===== src/hdl/muldiv_math_unit_registers_defines.svh =====
// ----------------------------------------------------------------------------
// Math unit register block: assertion macros
// Shared concurrent-assertion wrappers; they compile away when SYNTH is set.
// ----------------------------------------------------------------------------
`ifndef MULDIV_MATH_UNIT_REGISTERS_DEFINES_SVH
`define MULDIV_MATH_UNIT_REGISTERS_DEFINES_SVH

`ifndef SYNTH
// Same-cycle implication.
`define MDMU_ASSERT_IMPLIES(lbl, clk, rstn, ante, cons) \
    lbl: assert property (@(posedge clk) disable iff (!(rstn)) (ante) |-> (cons)) \
        else $error("mdmu assertion failed");
// Next-cycle implication.
`define MDMU_ASSERT_NEXT(lbl, clk, rstn, ante, cons) \
    lbl: assert property (@(posedge clk) disable iff (!(rstn)) (ante) |=> (cons)) \
        else $error("mdmu assertion failed");
`else
`define MDMU_ASSERT_IMPLIES(lbl, clk, rstn, ante, cons)
`define MDMU_ASSERT_NEXT(lbl, clk, rstn, ante, cons)
`endif

`endif


===== src/hdl/mdmu_pkg.sv =====
// ----------------------------------------------------------------------------
// Math unit register block: package
// Widths, register map, mode codes and the engine command/status types.
// ----------------------------------------------------------------------------
`default_nettype none

package mdmu_pkg;

    localparam int unsigned DATA_W = 8;
    localparam int unsigned OFFS_W = 6;
    localparam int unsigned OPND_W = 16;
    localparam int unsigned ACC_W  = 32;

    // bus access kind
    localparam logic KIND_READ  = 1'b0;
    localparam logic KIND_WRITE = 1'b1;

    // write map (all six offset bits)
    localparam logic [5:0] WR_MODE = 6'h15;
    localparam logic [5:0] WR_A_LO = 6'h16;
    localparam logic [5:0] WR_A_HI = 6'h17;
    localparam logic [5:0] WR_B_LO = 6'h18;
    localparam logic [5:0] WR_B_HI = 6'h19;

    // read map (low five offset bits)
    localparam logic [4:0] RD_ID0   = 5'h00;
    localparam logic [4:0] RD_ID1   = 5'h01;
    localparam logic [4:0] RD_MAJOR = 5'h02;
    localparam logic [4:0] RD_MINOR = 5'h03;
    localparam logic [4:0] RD_ACC0  = 5'h1A;
    localparam logic [4:0] RD_ACC1  = 5'h1B;
    localparam logic [4:0] RD_ACC2  = 5'h1C;
    localparam logic [4:0] RD_ACC3  = 5'h1D;

    localparam logic [7:0] ID_BYTE0       = 8'h53;
    localparam logic [7:0] ID_BYTE1       = 8'h42;
    localparam logic [7:0] VER_MAJOR      = 8'h01;
    localparam logic [7:0] VER_MINOR_EXT  = 8'h02;
    localparam logic [7:0] VER_MINOR_BASE = 8'h01;
    localparam logic [7:0] READ_FILL      = 8'hFF;

    // mode byte codes
    localparam logic [7:0] MODE_MUL  = 8'h00;
    localparam logic [7:0] MODE_MAC  = 8'h01;
    localparam logic [7:0] MODE_SDIV = 8'h02;
    localparam logic [7:0] MODE_UDIV = 8'h04;

    localparam logic [31:0] SAT_POS  = 32'h7FFF_FFFF;
    localparam logic [31:0] SAT_NEG  = 32'h8000_0000;
    localparam logic [31:0] ALL_ONES = 32'hFFFF_FFFF;
    localparam logic [15:0] OPND_MIN = 16'h8000;
    localparam logic [15:0] OPND_M1  = 16'hFFFF;

    typedef enum logic [1:0] {
        OP_MUL,
        OP_MAC,
        OP_SDIV,
        OP_UDIV
    } mdmu_op_t;

    typedef struct packed {
        logic     start;
        mdmu_op_t op;
    } mdmu_cmd_t;

    typedef struct packed {
        logic busy;
        logic done;
    } mdmu_stat_t;

endpackage

`default_nettype wire


===== src/hdl/mdmu_engine.sv =====
// ----------------------------------------------------------------------------
// Math unit register block: serial arithmetic engine
// Bit-serial shift-add multiply and restoring 16.16 divide on magnitudes.
// ----------------------------------------------------------------------------
`default_nettype none

module mdmu_engine (
    input  wire logic                clk,
    input  wire logic                rst_n,
    input  wire mdmu_pkg::mdmu_cmd_t cmd,
    input  wire logic [15:0]         opnd_a,
    input  wire logic [15:0]         opnd_b,
    input  wire logic [31:0]         acc_in,
    output mdmu_pkg::mdmu_stat_t     stat,
    output logic [31:0]              result
);
    import mdmu_pkg::*;

    localparam logic [4:0] MUL_LAST = 5'(OPND_W - 1);
    localparam logic [4:0] DIV_LAST = 5'(ACC_W - 1);

    typedef enum logic [2:0] {
        ST_IDLE,
        ST_MUL,
        ST_DIV,
        ST_SIGN,
        ST_ADD
    } state_t;

    state_t      state_reg;
    mdmu_op_t    op_reg;
    logic        neg_reg;
    logic        done_reg;
    logic [4:0]  cnt_reg;
    logic [15:0] mag_reg;     // |A| for multiply, divisor for divide
    logic [16:0] hi_reg;      // product high half / partial remainder
    logic [31:0] lo_reg;      // multiplier / dividend then quotient
    logic [31:0] result_reg;

    logic        a_neg;
    logic        b_neg;
    logic [15:0] a_mag;
    logic [15:0] b_mag;
    logic [16:0] mul_sum;
    logic [16:0] div_shift;
    logic [17:0] div_diff;
    logic        div_fit;
    logic [31:0] mag_res;
    logic [31:0] signed_res;

    always_comb
    begin
        a_neg      = opnd_a[15];
        b_neg      = opnd_b[15];
        a_mag      = a_neg ? (~opnd_a + 16'd1) : opnd_a;
        b_mag      = b_neg ? (~opnd_b + 16'd1) : opnd_b;
        mul_sum    = {1'b0, hi_reg[15:0]} + (lo_reg[0] ? {1'b0, mag_reg} : 17'd0);
        div_shift  = {hi_reg[15:0], lo_reg[31]};
        div_diff   = {1'b0, div_shift} - {2'b00, mag_reg};
        div_fit    = ~div_diff[17];
        mag_res    = (op_reg == OP_MUL || op_reg == OP_MAC)
                     ? {hi_reg[15:0], lo_reg[15:0]} : lo_reg;
        signed_res = neg_reg ? (~mag_res + 32'd1) : mag_res;
    end

    always_ff @(posedge clk or negedge rst_n)
    begin
        if (!rst_n)
        begin
            state_reg  <= ST_IDLE;
            op_reg     <= OP_MUL;
            neg_reg    <= 1'b0;
            done_reg   <= 1'b0;
            cnt_reg    <= '0;
            mag_reg    <= '0;
            hi_reg     <= '0;
            lo_reg     <= '0;
            result_reg <= '0;
        end
        else
        begin
            done_reg <= 1'b0;
            case (state_reg)
                ST_IDLE:
                begin
                    if (cmd.start)
                    begin
                        op_reg <= cmd.op;
                        hi_reg <= '0;
                        case (cmd.op)
                            OP_MUL, OP_MAC:
                            begin
                                mag_reg   <= a_mag;
                                lo_reg    <= {16'h0000, b_mag};
                                neg_reg   <= a_neg ^ b_neg;
                                cnt_reg   <= MUL_LAST;
                                state_reg <= ST_MUL;
                            end
                            OP_SDIV:
                            begin
                                if (opnd_b == 16'h0000)
                                begin
                                    result_reg <= a_neg ? SAT_NEG : SAT_POS;
                                    done_reg   <= 1'b1;
                                end
                                else if (opnd_a == OPND_MIN && opnd_b == OPND_M1)
                                begin
                                    result_reg <= SAT_POS;
                                    done_reg   <= 1'b1;
                                end
                                else
                                begin
                                    mag_reg   <= b_mag;
                                    lo_reg    <= {a_mag, 16'h0000};
                                    neg_reg   <= a_neg ^ b_neg;
                                    cnt_reg   <= DIV_LAST;
                                    state_reg <= ST_DIV;
                                end
                            end
                            OP_UDIV:
                            begin
                                if (opnd_b == 16'h0000)
                                begin
                                    result_reg <= ALL_ONES;
                                    done_reg   <= 1'b1;
                                end
                                else
                                begin
                                    mag_reg   <= opnd_b;
                                    lo_reg    <= {opnd_a, 16'h0000};
                                    neg_reg   <= 1'b0;
                                    cnt_reg   <= DIV_LAST;
                                    state_reg <= ST_DIV;
                                end
                            end
                            default:
                            begin
                                state_reg <= ST_IDLE;
                            end
                        endcase
                    end
                end
                ST_MUL:
                begin
                    hi_reg  <= {1'b0, mul_sum[16:1]};
                    lo_reg  <= {16'h0000, mul_sum[0], lo_reg[15:1]};
                    cnt_reg <= cnt_reg - 5'd1;
                    if (cnt_reg == 5'd0)
                        state_reg <= ST_SIGN;
                end
                ST_DIV:
                begin
                    hi_reg  <= div_fit ? div_diff[16:0] : div_shift;
                    lo_reg  <= {lo_reg[30:0], div_fit};
                    cnt_reg <= cnt_reg - 5'd1;
                    if (cnt_reg == 5'd0)
                        state_reg <= ST_SIGN;
                end
                ST_SIGN:
                begin
                    result_reg <= signed_res;
                    if (op_reg == OP_MAC)
                        state_reg <= ST_ADD;
                    else
                    begin
                        state_reg <= ST_IDLE;
                        done_reg  <= 1'b1;
                    end
                end
                ST_ADD:
                begin
                    // wraps modulo 2^32
                    result_reg <= result_reg + acc_in;
                    state_reg  <= ST_IDLE;
                    done_reg   <= 1'b1;
                end
                default:
                begin
                    state_reg <= ST_IDLE;
                end
            endcase
        end
    end

    assign stat.busy = (state_reg != ST_IDLE);
    assign stat.done = done_reg;
    assign result    = result_reg;

endmodule

`default_nettype wire


===== src/hdl/muldiv_math_unit_registers.sv =====
// ----------------------------------------------------------------------------
// Math unit register block: top level
// Byte-wide register device with a serial 16-bit multiply / MAC / divide unit.
// ----------------------------------------------------------------------------
// Every accepted bus transaction returns exactly one read_data byte (zero for
// writes). A read or an ordinary write is registered into the output
// register, and the next transaction can be accepted in the cycle the result
// is taken. Writing offset 0x19 (operand B high byte) with a valid mode byte
// launches the serial engine, and in_ready stays low until the accumulator
// holds the new value: multiply takes 16 shift-add steps plus a sign step,
// multiply-add one more step for the accumulate, and the 16.16 divides 32
// restoring steps plus a sign step. Divide-by-zero and signed overflow
// saturate at launch without running the shift loop. The one-bit-per-cycle
// shift loop in mdmu_engine sets these step counts. Unknown modes leave the
// accumulator alone and do not stall. The readback enable (cfg_we / cfg_wdata)
// resets to 1; with it low the accumulator bytes read 0xFF and the minor
// version reads 1.
// ----------------------------------------------------------------------------
`default_nettype none

`include "muldiv_math_unit_registers_defines.svh"

module muldiv_math_unit_registers (
    input  wire logic       clk,
    input  wire logic       rst_n,
    // request channel
    input  wire logic       in_valid,
    output logic            in_ready,
    input  wire logic       kind,
    input  wire logic [5:0] reg_offset,
    input  wire logic [7:0] write_data,
    // response channel
    output logic            out_valid,
    input  wire logic       out_ready,
    output logic [7:0]      read_data,
    // configuration
    input  wire logic       cfg_we,
    input  wire logic       cfg_wdata
);
    import mdmu_pkg::*;

    // architectural state
    logic        rb_en_reg;
    logic [7:0]  op_mode_reg;
    logic [15:0] opnd_a_reg;
    logic [15:0] opnd_b_reg;
    logic [31:0] acc_reg;

    // engine launch, registered from the starting write
    mdmu_cmd_t   cmd_reg;
    mdmu_cmd_t   cmd_next;

    // output register
    logic        out_valid_reg;
    logic [7:0]  read_data_reg;

    logic        in_fire;
    logic        is_write;
    logic        mode_ok;
    mdmu_op_t    mode_op;
    logic [7:0]  rd_byte;
    logic [7:0]  op_mode_next;
    logic [15:0] opnd_a_next;
    logic [15:0] opnd_b_next;

    mdmu_stat_t  eng_stat;
    logic [31:0] eng_result;

    // hold off new transactions until a launched operation has written back
    assign in_ready = ~(cmd_reg.start | eng_stat.busy | eng_stat.done)
                      & (~out_valid_reg | out_ready);
    assign in_fire  = in_valid & in_ready;
    assign is_write = (kind == KIND_WRITE);

    // mode byte to engine operation
    always_comb
    begin
        mode_ok = 1'b1;
        mode_op = OP_MUL;
        case (op_mode_reg)
            MODE_MUL:  mode_op = OP_MUL;
            MODE_MAC:  mode_op = OP_MAC;
            MODE_SDIV: mode_op = OP_SDIV;
            MODE_UDIV: mode_op = OP_UDIV;
            default:   mode_ok = 1'b0;
        endcase
    end

    // read decode: low five offset bits only
    always_comb
    begin
        case (reg_offset[4:0])
            RD_ID0:   rd_byte = ID_BYTE0;
            RD_ID1:   rd_byte = ID_BYTE1;
            RD_MAJOR: rd_byte = VER_MAJOR;
            RD_MINOR: rd_byte = rb_en_reg ? VER_MINOR_EXT : VER_MINOR_BASE;
            RD_ACC0:  rd_byte = rb_en_reg ? acc_reg[7:0]   : READ_FILL;
            RD_ACC1:  rd_byte = rb_en_reg ? acc_reg[15:8]  : READ_FILL;
            RD_ACC2:  rd_byte = rb_en_reg ? acc_reg[23:16] : READ_FILL;
            RD_ACC3:  rd_byte = rb_en_reg ? acc_reg[31:24] : READ_FILL;
            default:  rd_byte = READ_FILL;
        endcase
    end

    // write decode: all six offset bits
    always_comb
    begin
        op_mode_next   = op_mode_reg;
        opnd_a_next    = opnd_a_reg;
        opnd_b_next    = opnd_b_reg;
        cmd_next.start = 1'b0;
        cmd_next.op    = mode_op;
        if (in_fire && is_write)
        begin
            case (reg_offset)
                WR_MODE: op_mode_next = write_data;
                WR_A_LO: opnd_a_next  = {opnd_a_reg[15:8], write_data};
                WR_A_HI: opnd_a_next  = {write_data, opnd_a_reg[7:0]};
                WR_B_LO: opnd_b_next  = {opnd_b_reg[15:8], write_data};
                WR_B_HI:
                begin
                    opnd_b_next    = {write_data, opnd_b_reg[7:0]};
                    cmd_next.start = mode_ok;
                end
                default: op_mode_next = op_mode_reg;
            endcase
        end
    end

    always_ff @(posedge clk or negedge rst_n)
    begin
        if (!rst_n)
        begin
            rb_en_reg     <= 1'b1;
            op_mode_reg   <= 8'h00;
            opnd_a_reg    <= 16'hFFFF;
            opnd_b_reg    <= 16'hFFFF;
            acc_reg       <= ALL_ONES;
            cmd_reg       <= '0;
            out_valid_reg <= 1'b0;
            read_data_reg <= 8'h00;
        end
        else
        begin
            if (cfg_we)
                rb_en_reg <= cfg_wdata;
            op_mode_reg <= op_mode_next;
            opnd_a_reg  <= opnd_a_next;
            opnd_b_reg  <= opnd_b_next;
            cmd_reg     <= cmd_next;
            if (eng_stat.done)
                acc_reg <= eng_result;
            if (in_fire)
            begin
                out_valid_reg <= 1'b1;
                read_data_reg <= is_write ? 8'h00 : rd_byte;
            end
            else if (out_ready)
                out_valid_reg <= 1'b0;
        end
    end

    assign out_valid = out_valid_reg;
    assign read_data = read_data_reg;

    mdmu_engine u_engine (
        .clk    (clk),
        .rst_n  (rst_n),
        .cmd    (cmd_reg),
        .opnd_a (opnd_a_reg),
        .opnd_b (opnd_b_reg),
        .acc_in (acc_reg),
        .stat   (eng_stat),
        .result (eng_result)
    );

    // accumulator moves only on an engine write-back
    `MDMU_ASSERT_NEXT(a_acc_hold, clk, rst_n, !eng_stat.done, $stable(acc_reg))
    // write-back only ends a launched or running operation
    `MDMU_ASSERT_IMPLIES(a_done_src, clk, rst_n, eng_stat.done, $past(cmd_reg.start || eng_stat.busy))
    // a launch never lands on a busy engine
    `MDMU_ASSERT_IMPLIES(a_start_idle, clk, rst_n, cmd_reg.start, !eng_stat.busy && !eng_stat.done)
    // a response only follows an accepted transaction
    `MDMU_ASSERT_IMPLIES(a_resp_src, clk, rst_n, $rose(out_valid_reg), $past(in_valid && in_ready))

endmodule

`default_nettype wire

===== config.mk =====
export PLATFORM = sky130hd
export DESIGN_NAME = muldiv_math_unit_registers
export DESIGN_NICKNAME = d
export VERILOG_FILES = /design/src/hdl/mdmu_pkg.sv /design/src/hdl/mdmu_engine.sv /design/src/hdl/muldiv_math_unit_registers.sv
export VERILOG_INCLUDE_DIRS = /design/src /design/src/hdl
export SDC_FILE = /design/constraint.sdc
export NUM_CORES = 1
export LEC_CHECK = 0
export BUFFER_PORTS_ARGS = -buffer_cell sky130_fd_sc_hd__buf_2
export CAP_MARGIN = 20
export CORE_ASPECT_RATIO = 0.5
export CORE_UTILIZATION = 30
export DETAILED_ROUTE_END_ITERATION = 6
export PLACE_DENSITY_LB_ADDON = 0.1
export RECOVER_POWER = 50
export SYNTH_ARGS = -nofsm -noshare
export SYNTH_HDL_FRONTEND = slang
export SYNTH_SLANG_ARGS = --single-unit

===== constraint.sdc =====
create_clock -name clk -period 3.25 [get_ports clk]
set_input_delay 0.4875 -clock clk [delete_from_list [all_inputs] [get_ports clk]]
set_output_delay 0.4875 -clock clk [all_outputs]
set_load 0.01 [all_outputs]

==> results.md, run 1 <==
* Largest area contributor in the netlist: dfrtp_1
* Max-slew violations at 73
* Antenna viol nets, final at 0
* Pleak at 6.35 nW
* WP buf/inv at 1
* Worst vdd ir at 0.421 mV
* Core area at 44300 um2
* Final #Nets at 1674
* Clock sink total at 193
* CP cell instances: ha_1 > o21ai_0 > a2111oi_1 > a22oi_1 > buf_4 > o31a_1 > o21ai_1 > xor2_1 > a221oi_1 > nor2_1
* CTS hold repair buffers at 0
* Final wirelength at 45100 um
* Top cells by area, synth: dfrtp_1, dfstp_2, ha_1, mux2_2, xnor2_1
* Post-synth EDFFs at 0
* Slew headroom at -0.360
* Hold Path Class: input port to flip-flop
* Asr flop ratio synth at 1.00
* First-pass GRT wire length at 70600 um
* Clock latency on the worst-skew pair at 0.46 ns
* Tot Pwr at 15.2 mW
* Layout Skew at 0.0172 ns
* GPL Wtd Cong at 0.905
* DR DRC count at 0
* Crit path capture type: flip-flop
* Height of the die at 153 um
* # setup viols final at 0
* Crit-path leading delay family: compound AO/OA/AOI/OAI gates
* Die W at 304 um
* Number of global-route vias before repair at 11.5k
* Ys flop type: dfrtp_1
* Worst-path clk slew at 0.08 ns
* Input/output buffers at 30
* Run status: complete, but fails checks
* Pwr dens at 988 nW/um2
* Clock buffer depth at 2
* Fill cell count at 4567
* 1st-pass router iterations at 5
* Iter 0 DRT Violations at 879
* Layout cells sized above 1 at 0.176
* Max-cap check violation count at 1
* Root buffer cell: clkbuf_16
* WL/cell at 20.7 um
* CP max-delay cell: dfstp_2
* Initial antenna violation count at 0
* Setup bufs post-CTS at 0
* Die Footprint at 46700 um2
* ANT cells at 0
* RSZ-0062 raised after global routing: true
* CP max FO at 5
* Post-synth top cells: nor2_1, nand2_1, dfrtp_1
* Max frequency at 0.327 GHz
* Setup TNS at 0 ns
* CTS tree: done
* Violated checks: max-capacitance violations, max-slew violations
* Crit share post-route at 0.941
* Setup CP Type: flip-flop to flip-flop
* Synthesized area at 13700 um2
* Distinct cells, synth at 79
* Crit path DAT at 3.40 ns
* GRT Overall Usage at 0.196
* Num CTS Buffers at 17
* Overflow after GRT at 0
* Critical Path Source Type: flip-flop
* Synth Instances at 1562
* Via count at 11.9k
* H-tree depth at 4
* FP Rows at 54
* Layout area overhead at 12.0%
* CP required at 3.59 ns
* Largest net degree at the start of global routing at 73
* Vias/cell at 5.44
* Final Hold Viols at 0
* Initial Util at 0.310
* Syn nets at 1655
* Minimum clock period after layout at 3.06 ns
* Tightest Pin Transition at 2.04 ns
* Hpwl dp at 34300 um
* Max incr delay on CP at 0.55 ns
* I/O Pins at 31
* Synth top area share at 0.233
* Most common cell in the netlist: nor2_1
* Mean area per synthesized cell at 8.79 um2
* FF+latch count, synth at 193
* Ys Warns at 0
* Post-synthesis sequential area ratio at 0.358
==> layout by cell type (no fill, tap or decap), types with 10 or more instances in the layout <==
cell	synthesis	final
a21o_1	24	24
a21oi_1	115	112
a222oi_1	13	13
a22oi_1	36	36
buf_2	4	29
buf_4	1	51
clkbuf_16	0	17
dfrtp_1	128	128
dfstp_2	65	64
ha_1	69	69
inv_1	48	48
mux2_2	68	68
mux2i_1	30	30
nand2_1	142	142
nand2b_1	19	19
nand3_1	39	39
nand4_1	15	15
nor2_1	151	151
nor2b_1	16	16
nor3_1	34	33
o211ai_1	10	10
o21ai_0	86	86
o21ai_1	27	27
o22a_1	13	13
o22ai_1	22	22
o31ai_1	21	20
or3_1	19	19
xnor2_1	66	66
xor2_1	59	59
==> power by group <==
part | switching [mW] | internal, mW | leakage, nW
sequential | 0.980 | 3.42 | 2.30
clock | 1.10 | 1.02 | 0.280
combinational | 5.08 | 3.59 | 3.76
==> cells by family (layout without fill, tap and decap cells) <==
family | count (synthesis) | count (layout) | share of synthesized area
flops | 193 | 193 | 0.358
compound gates | 451 | 452 | 0.212
buf+inv | 137 | 168 | 0.0387
simple gates | 486 | 486 | 0.166
xor+xnor | 125 | 125 | 0.0798
mux | 98 | 98 | 0.0777
fa+ha+maj | 72 | 72 | 0.0673
==> metrics by stage <==
step / std cells / util / cell area [um2] / hold slack, ns / setup WS, ns
3_5_place_dp: 2148 / 0.333 / 14800 / 0.462 / -0.0555
4_1_cts: 2181 / 0.346 / 15300 / 0.0523 / 0.0139
6_report: 2182 / 0.347 / 15400 / 0.215 / 0.190
5_1_grt: 2182 / 0.347 / 15400 / 0.190 / -0.120
3_3_place_gp: 2147 / 0.333 / 14800 / 0.464 / -0.0538
2_1_floorplan: 1562 / - / 13700 / 0.192 / 0.107
==> path summary, 6_finish.rpt <==
check	start	end	slack, ns	cells past startpoint
worst min register to register	read_data[0]	read_data[0]	0.48	2
min in group asynchronous	rst_n	u_engine.hi_reg[7]	0.56	1
worst max-delay path	acc_reg[5]	u_engine.result[23]	0.19	10
worst min-delay path	cfg_we	rb_en_reg	0.22	2
max in group asynchronous	rst_n	u_engine.result[29]	0.45	2
worst max register to register	acc_reg[5]	u_engine.result[23]	0.19	10
==> worst reg2reg max path, cell delays in order, from the launching register on <==
cell and delay [ns]:
dfstp_2 0.55, ha_1 0.23, o21ai_0 0.15, a2111oi_1 0.46, a22oi_1 0.22, buf_4 0.19, o31a_1 0.34, o21ai_1 0.30
xor2_1 0.13, a221oi_1 0.30, nor2_1 0.07
==> per-layer routing <==
layer | track usage | vias up | wire, um
met5 | 0 | - | 0
met4 | 0.0522 | 0 | 978
met3 | 0.0347 | 42 | 2230
met2 | 0.289 | 242 | 19200
met1 | 0.290 | 5862 | 22700
li1 | - | 5717 | -
==> final cells by class <==
type | count | area [um2] | area share
inverter | 49 | 184 | 0.0120
timing repair buffer | 87 | 609 | 0.0396
tap | 588 | 736 | 0.0478
clock inverter | 15 | 136 | 0.00887
multi-input combinational | 1233 | 8380 | 0.545
clock buffer | 17 | 425 | 0.0277
sequential | 193 | 4910 | 0.319
==> what timing repair did <==
item | 4_1_cts | 5_1_grt
setup endpoints to repair | 27 | 56
pin swaps | 1 | 0
resized for setup | 0 | 12
cloned | 1 | 0
Power figures use the tool's default switching activity.
==> run 2, diff against run 1 <==
- CORE_MARGIN: default -> 2
==> results.md, run 2 (synthesis results as in run 1) <==
* Violated checks: max-capacitance violations, max-slew violations
* CP cell instances: inv_1 > buf_4 > nor2_1 > ha_1 > a21oi_1 > nor2b_1 > o31ai_2 > a21oi_1 > a311o_1 > a21o_1 > a21oi_1 > xor2_1 > o221ai_1
* Cell mode on critical path: a21oi_1
* Final Worst Setup Slack at 0.219 ns
* Setup slack, reg-to-reg at 0.22 ns
* Layout cells sized above 1 at 0.175
* Initial antenna violation count at 2
* Worst Hold Launch: cfg_we
* First-pass GRT wire length at 70900 um
* Die Footprint at 47600 um2
* RSZ-0062 raised after global routing: false
* Worst-path clk slew at 0.08 ns
* Clock sink total at 193
* Fill cell count at 4620
* Levels on crit path at 13
* Register area at 4910 um2
* I/O Pins at 31
* WL met2 at 19700 um
* Met3 wire length at 2340 um
* CTS tree: done
* WL/cell at 20.9 um
* Commonest non-fill, non-tap cell in the layout: nor2_1
* WP buf/inv at 2
* CTS hold repair buffers at 0
* Hpwl dp at 34600 um
* CP required at 3.57 ns
* Hold depth at 2
* Clock buffer depth at 2
* Setup TNS at 0 ns
* Worst vdd ir at 0.341 mV
* Final wirelength at 45800 um
* Final #Nets at 1678
* Number of global-route vias before repair at 11.6k
* Met1 wire length at 22900 um
* Via count at 11.9k
* CP max FO at 13
* Setup CP Type: flip-flop to flip-flop
* # setup viols final at 0
* 1st-pass router iterations at 6
* GRT Overall Usage at 0.196
* Critical Path Source Type: flip-flop
* Final Hold Viols at 0
* Layout area overhead at 12.8%
* DP Worst Slack at 0.0926 ns
* FF-to-FF path depth at 13
* Tightest Pin Transition at 2.02 ns
* Commonest cells after routing, fill and taps aside: nor2_1, nand2_1, dfrtp_1
* Crit path DAT at 3.35 ns
* GPL Wtd Cong at 0.881
* Num CTS Buffers at 17
* Max frequency at 0.330 GHz
* FP Rows at 55
* Pleak at 6.39 nW
* Root buffer cell: clkbuf_16
* Clock latency on the worst-skew pair at 0.46 ns
* Height of the die at 155 um
* Run status: complete, but fails checks
* Crit-path leading delay family: compound AO/OA/AOI/OAI gates
* Pwr dens at 987 nW/um2
* Overflow after GRT at 0
* Uppermost routed layer: met4
* R2r endpoint: u_engine.hi_reg[14]
* Initial Util at 0.304
* Iter 0 DRT Violations at 888
* Largest net degree at the start of global routing at 64
* Hold Path Class: input port to flip-flop
* Crit path capture type: flip-flop
* Max-slew violations at 63
* Die W at 306 um
* Crit share post-route at 0.933
* Worst Hold End: rb_en_reg
* R2R Path Start: u_engine.lo_reg[0]
* Input/output buffers at 30
* DR DRC count at 0
* Multi-input logic area at 8350 um2
* Minimum clock period after layout at 3.03 ns
* H-tree depth at 4
* Layout Skew at 0.0170 ns
* CP max-delay cell: dfrtp_1
* Max incr delay on CP at 0.40 ns
* Max-cap check violation count at 1
* Antenna viol nets, final at 0
* Vias/cell at 5.41
* Slew headroom at -0.346
* Core area at 45100 um2
run 2: final cells by class:
type	count	share of cell area
multi-input cells	1232	0.539
flip-flops and latches	193	0.317
diodes	1	0.000162
repair buffers	92	0.0436
well taps	598	0.0483
inverters	49	0.0119
clock inverters	15	0.0120
clock buffers	17	0.0275
run 2: repair_timing:
item                                    in CTS  in global routing
endpoints found under the setup margin       0                 37
buffers inserted                             0                  2
resized for setup                            0                  9
run 2: report_power, final:
group	internal (mW)	switching [mW]	total (mW)	leakage, nW
clock network	1.05	1.18	2.23	0.297
logic	3.62	5.11	8.73	3.79
registers	3.41	0.907	4.32	2.30
run 2: per-layer routing:
layer | track usage | vias to the layer above
li1 | - | 5733
met1 | 0.284 | 5860
met2 | 0.293 | 251
met3 | 0.0360 | 47
met4 | 0.0628 | 0
met5 | 0 | -
run 2: how the worst max path moves through the flow:
stage,from,endpoint,slack [ns]
3_5_place_dp,opnd_a_reg[0],u_engine.lo_reg[22],0.09
6_report,u_engine.lo_reg[0],u_engine.hi_reg[14],0.22
3_3_place_gp,opnd_a_reg[0],u_engine.lo_reg[31],0.08
2_1_floorplan,u_engine.lo_reg[0],u_engine.result[30],0.11
5_1_grt,u_engine.lo_reg[0],u_engine.hi_reg[14],0.007
4_1_cts,opnd_a_reg[7],u_engine.result[12],0.06
run 2: worst reg2reg max path, stage by stage (launching register included):
cell      delay, ns
dfrtp_1        0.40
inv_1          0.16
buf_4          0.25
nor2_1         0.08
ha_1           0.33
a21oi_1        0.15
nor2b_1        0.08
o31ai_2        0.24
a21oi_1        0.15
a311o_1        0.37
a21o_1         0.19
a21oi_1        0.16
xor2_1         0.18
o221ai_1       0.15
run 2: per-stage QoR:
| stage | power (mW) | hold slack [ns] | cell area (um2) | util | instances |
|---|---|---|---|---|---|
| after CTS | 15.2 | 0.0318 | 15400 | 0.342 | 2194 |
| after floorplan | 10.2 | 0.192 | 13700 | - | 1562 |
| after detailed placement | 12.9 | 0.462 | 14800 | 0.328 | 2162 |
| final | 15.3 | 0.214 | 15500 | 0.343 | 2197 |
| after global routing | 16.5 | 0.184 | 15500 | 0.343 | 2196 |
| after global placement | 12.8 | 0.458 | 14800 | 0.328 | 2161 |
==> run 3, diff against run 2 <==
- CORE_UTILIZATION: 30 -> 58
==> results.md, run 3 (synthesis results as in run 1) <==
* Layout Skew at 0.0140 ns
* GRT Overall Usage at 0.334
* Commonest cells after routing, fill and taps aside: nor2_1, nand2_1, dfrtp_1
* Crit share post-route at 0.974
* Clock buffer depth at 2
* Die W at 222 um
* First-pass GRT wire length at 64600 um
* Violated checks: design-rule violations, max-capacitance violations, max-slew violations
* Max frequency at 0.316 GHz
* CP max FO at 28
* Layout cells sized above 1 at 0.170
* I/O Pins at 31
* Pwr dens at 1000 nW/um2
* Layout area overhead at 9.79%
* Crit path DAT at 3.52 ns
* Setup TNS at 0 ns
* CTS hold repair buffers at 0
* DP Cell Count at 1867
* DP Worst Slack at 0.0925 ns
* Crit path launch: opnd_a_reg[7]
* Run status: complete, but fails checks
* Non-filler cells, final at 1901
* Crit path capture type: flip-flop
* R2R Path Start: opnd_a_reg[7]
* CP max-delay cell: or4_1
* Height of the die at 113 um
* H-tree depth at 4
* Minimum clock period after layout at 3.17 ns
* FP Rows at 39
* Tightest Pin Transition at 2.35 ns
* Clock sink total at 193
* Initial Util at 0.596
* P_sw at 6.97 mW
* 1st-pass router iterations at 7
* Register share of total power at 0.292
* Overflow after GRT at 0
* Antenna viol nets, final at 0
* Initial antenna violation count at 1
* CTS tree: done
* Num CTS Buffers at 17
* Pleak at 6.37 nW
* Root buffer cell: clkbuf_16
* Final #Nets at 1674
* CP required at 3.60 ns
* Via count at 12.2k
* Fill cell count at 1942
* Critical Path Source Type: flip-flop
* Final Hold Viols at 0
* Input/output buffers at 30
* GPL Wtd Cong at 0.958
* Setup CP Type: flip-flop to flip-flop
* Internal at 8.14 mW
* # setup viols final at 0
* Commonest non-fill, non-tap cell in the layout: nor2_1
* Utilization after layout at 0.654
* Final wirelength at 40800 um
* WP buf/inv at 1
* Hold Path Class: input port to flip-flop
* ANT cells at 0
* Max-cap check violation count at 2
* Combinational Power Share at 0.561
* Max incr delay on CP at 0.62 ns
* Number of global-route vias before repair at 11.5k
* Worst vdd ir at 0.650 mV
* Clock power share at 0.147
* Vias/cell at 6.42
* Core area at 23000 um2
* Final Worst Setup Slack at 0.0836 ns
* Max-slew violations at 125
* DR DRC count at 7
* Worst-path clk slew at 0.08 ns
* Die Footprint at 25000 um2
* WL/cell at 21.5 um
* WHS at 0.195 ns
* Worst Hold Launch: cfg_we
* Net Sw Frac at 0.461
* Hpwl dp at 30600 um
* Iter 0 DRT Violations at 1248
* CP cell instances: or4_1 > nor4_2 > nor3b_4 > nand4_1 > a21boi_1 > a41oi_2 > buf_4 > o32a_1
* Clock latency on the worst-skew pair at 0.47 ns
* Largest net degree at the start of global routing at 92
* Crit-path leading delay family: simple AND/OR/NAND/NOR gates
* Slew headroom at -0.566
## run 3: cell types whose count changed in the layout (fill, tap and decap cells not counted), sizes merged
| cell | before | now |
|---|---|---|
| buf | 88 | 82 |
| bufinv | 0 | 1 |
| clkbuf | 21 | 23 |
| clkinvlp | 0 | 1 |
| diode | 1 | 0 |
| inv | 55 | 53 |
## run 3: stage by stage
step / area, um2 / power, mW
after floorplan: 13700 / 10.2
after global placement: 14400 / 12.4
after detailed placement: 14400 / 12.6
after CTS: 15100 / 14.9
after global routing: 15100 / 16.2
final: 15100 / 15.1
## run 3: worst paths after layout
path                            slack (ns)  depth (start not counted)                   to
worst min-delay path                  0.20                          2            rb_en_reg
worst min register to register        0.47                          2         read_data[5]
worst max register to register        0.08                          8  u_engine.result[18]
worst max-delay path                  0.08                          8  u_engine.result[18]
max in group asynchronous             0.65                          2  u_engine.hi_reg[13]
min in group asynchronous             0.72                          1            out_valid
## run 3: routing by layer
layer,routed length [um],vias to the layer above,track usage
li1,-,5724,-
met1,19200,5995,0.493
met2,17300,443,0.493
met3,3650,51,0.0880
met4,668,0,0.0788
met5,0,-,0
## run 3: repair_timing
action                                  4_1_cts  5_1_grt
resized for setup                             0        5
endpoints found under the setup margin        0       26
buffers inserted                              0        2
## run 3: cell type report
| class | count | area, um2 | area share |
|---|---|---|---|
| multi-input combinational | 1232 | 8330 | 0.552 |
| sequential | 193 | 4910 | 0.326 |
| timing repair buffer | 88 | 648 | 0.0430 |
| clock buffer | 17 | 425 | 0.0282 |
| tap | 307 | 384 | 0.0255 |
| clock inverter | 15 | 191 | 0.0127 |
| inverter | 49 | 184 | 0.0122 |
## run 3: power by group through the flow
stage / Combinational (mW) / Clock [mW] / Sequential (mW)
after global placement: 8.08 / 0 / 4.37
after CTS: 8.26 / 2.24 / 4.38
after floorplan: 6.14 / 0 / 4.01
after detailed placement: 8.20 / 0 / 4.41
after global routing: 9.33 / 2.34 / 4.51
final: 8.47 / 2.22 / 4.42
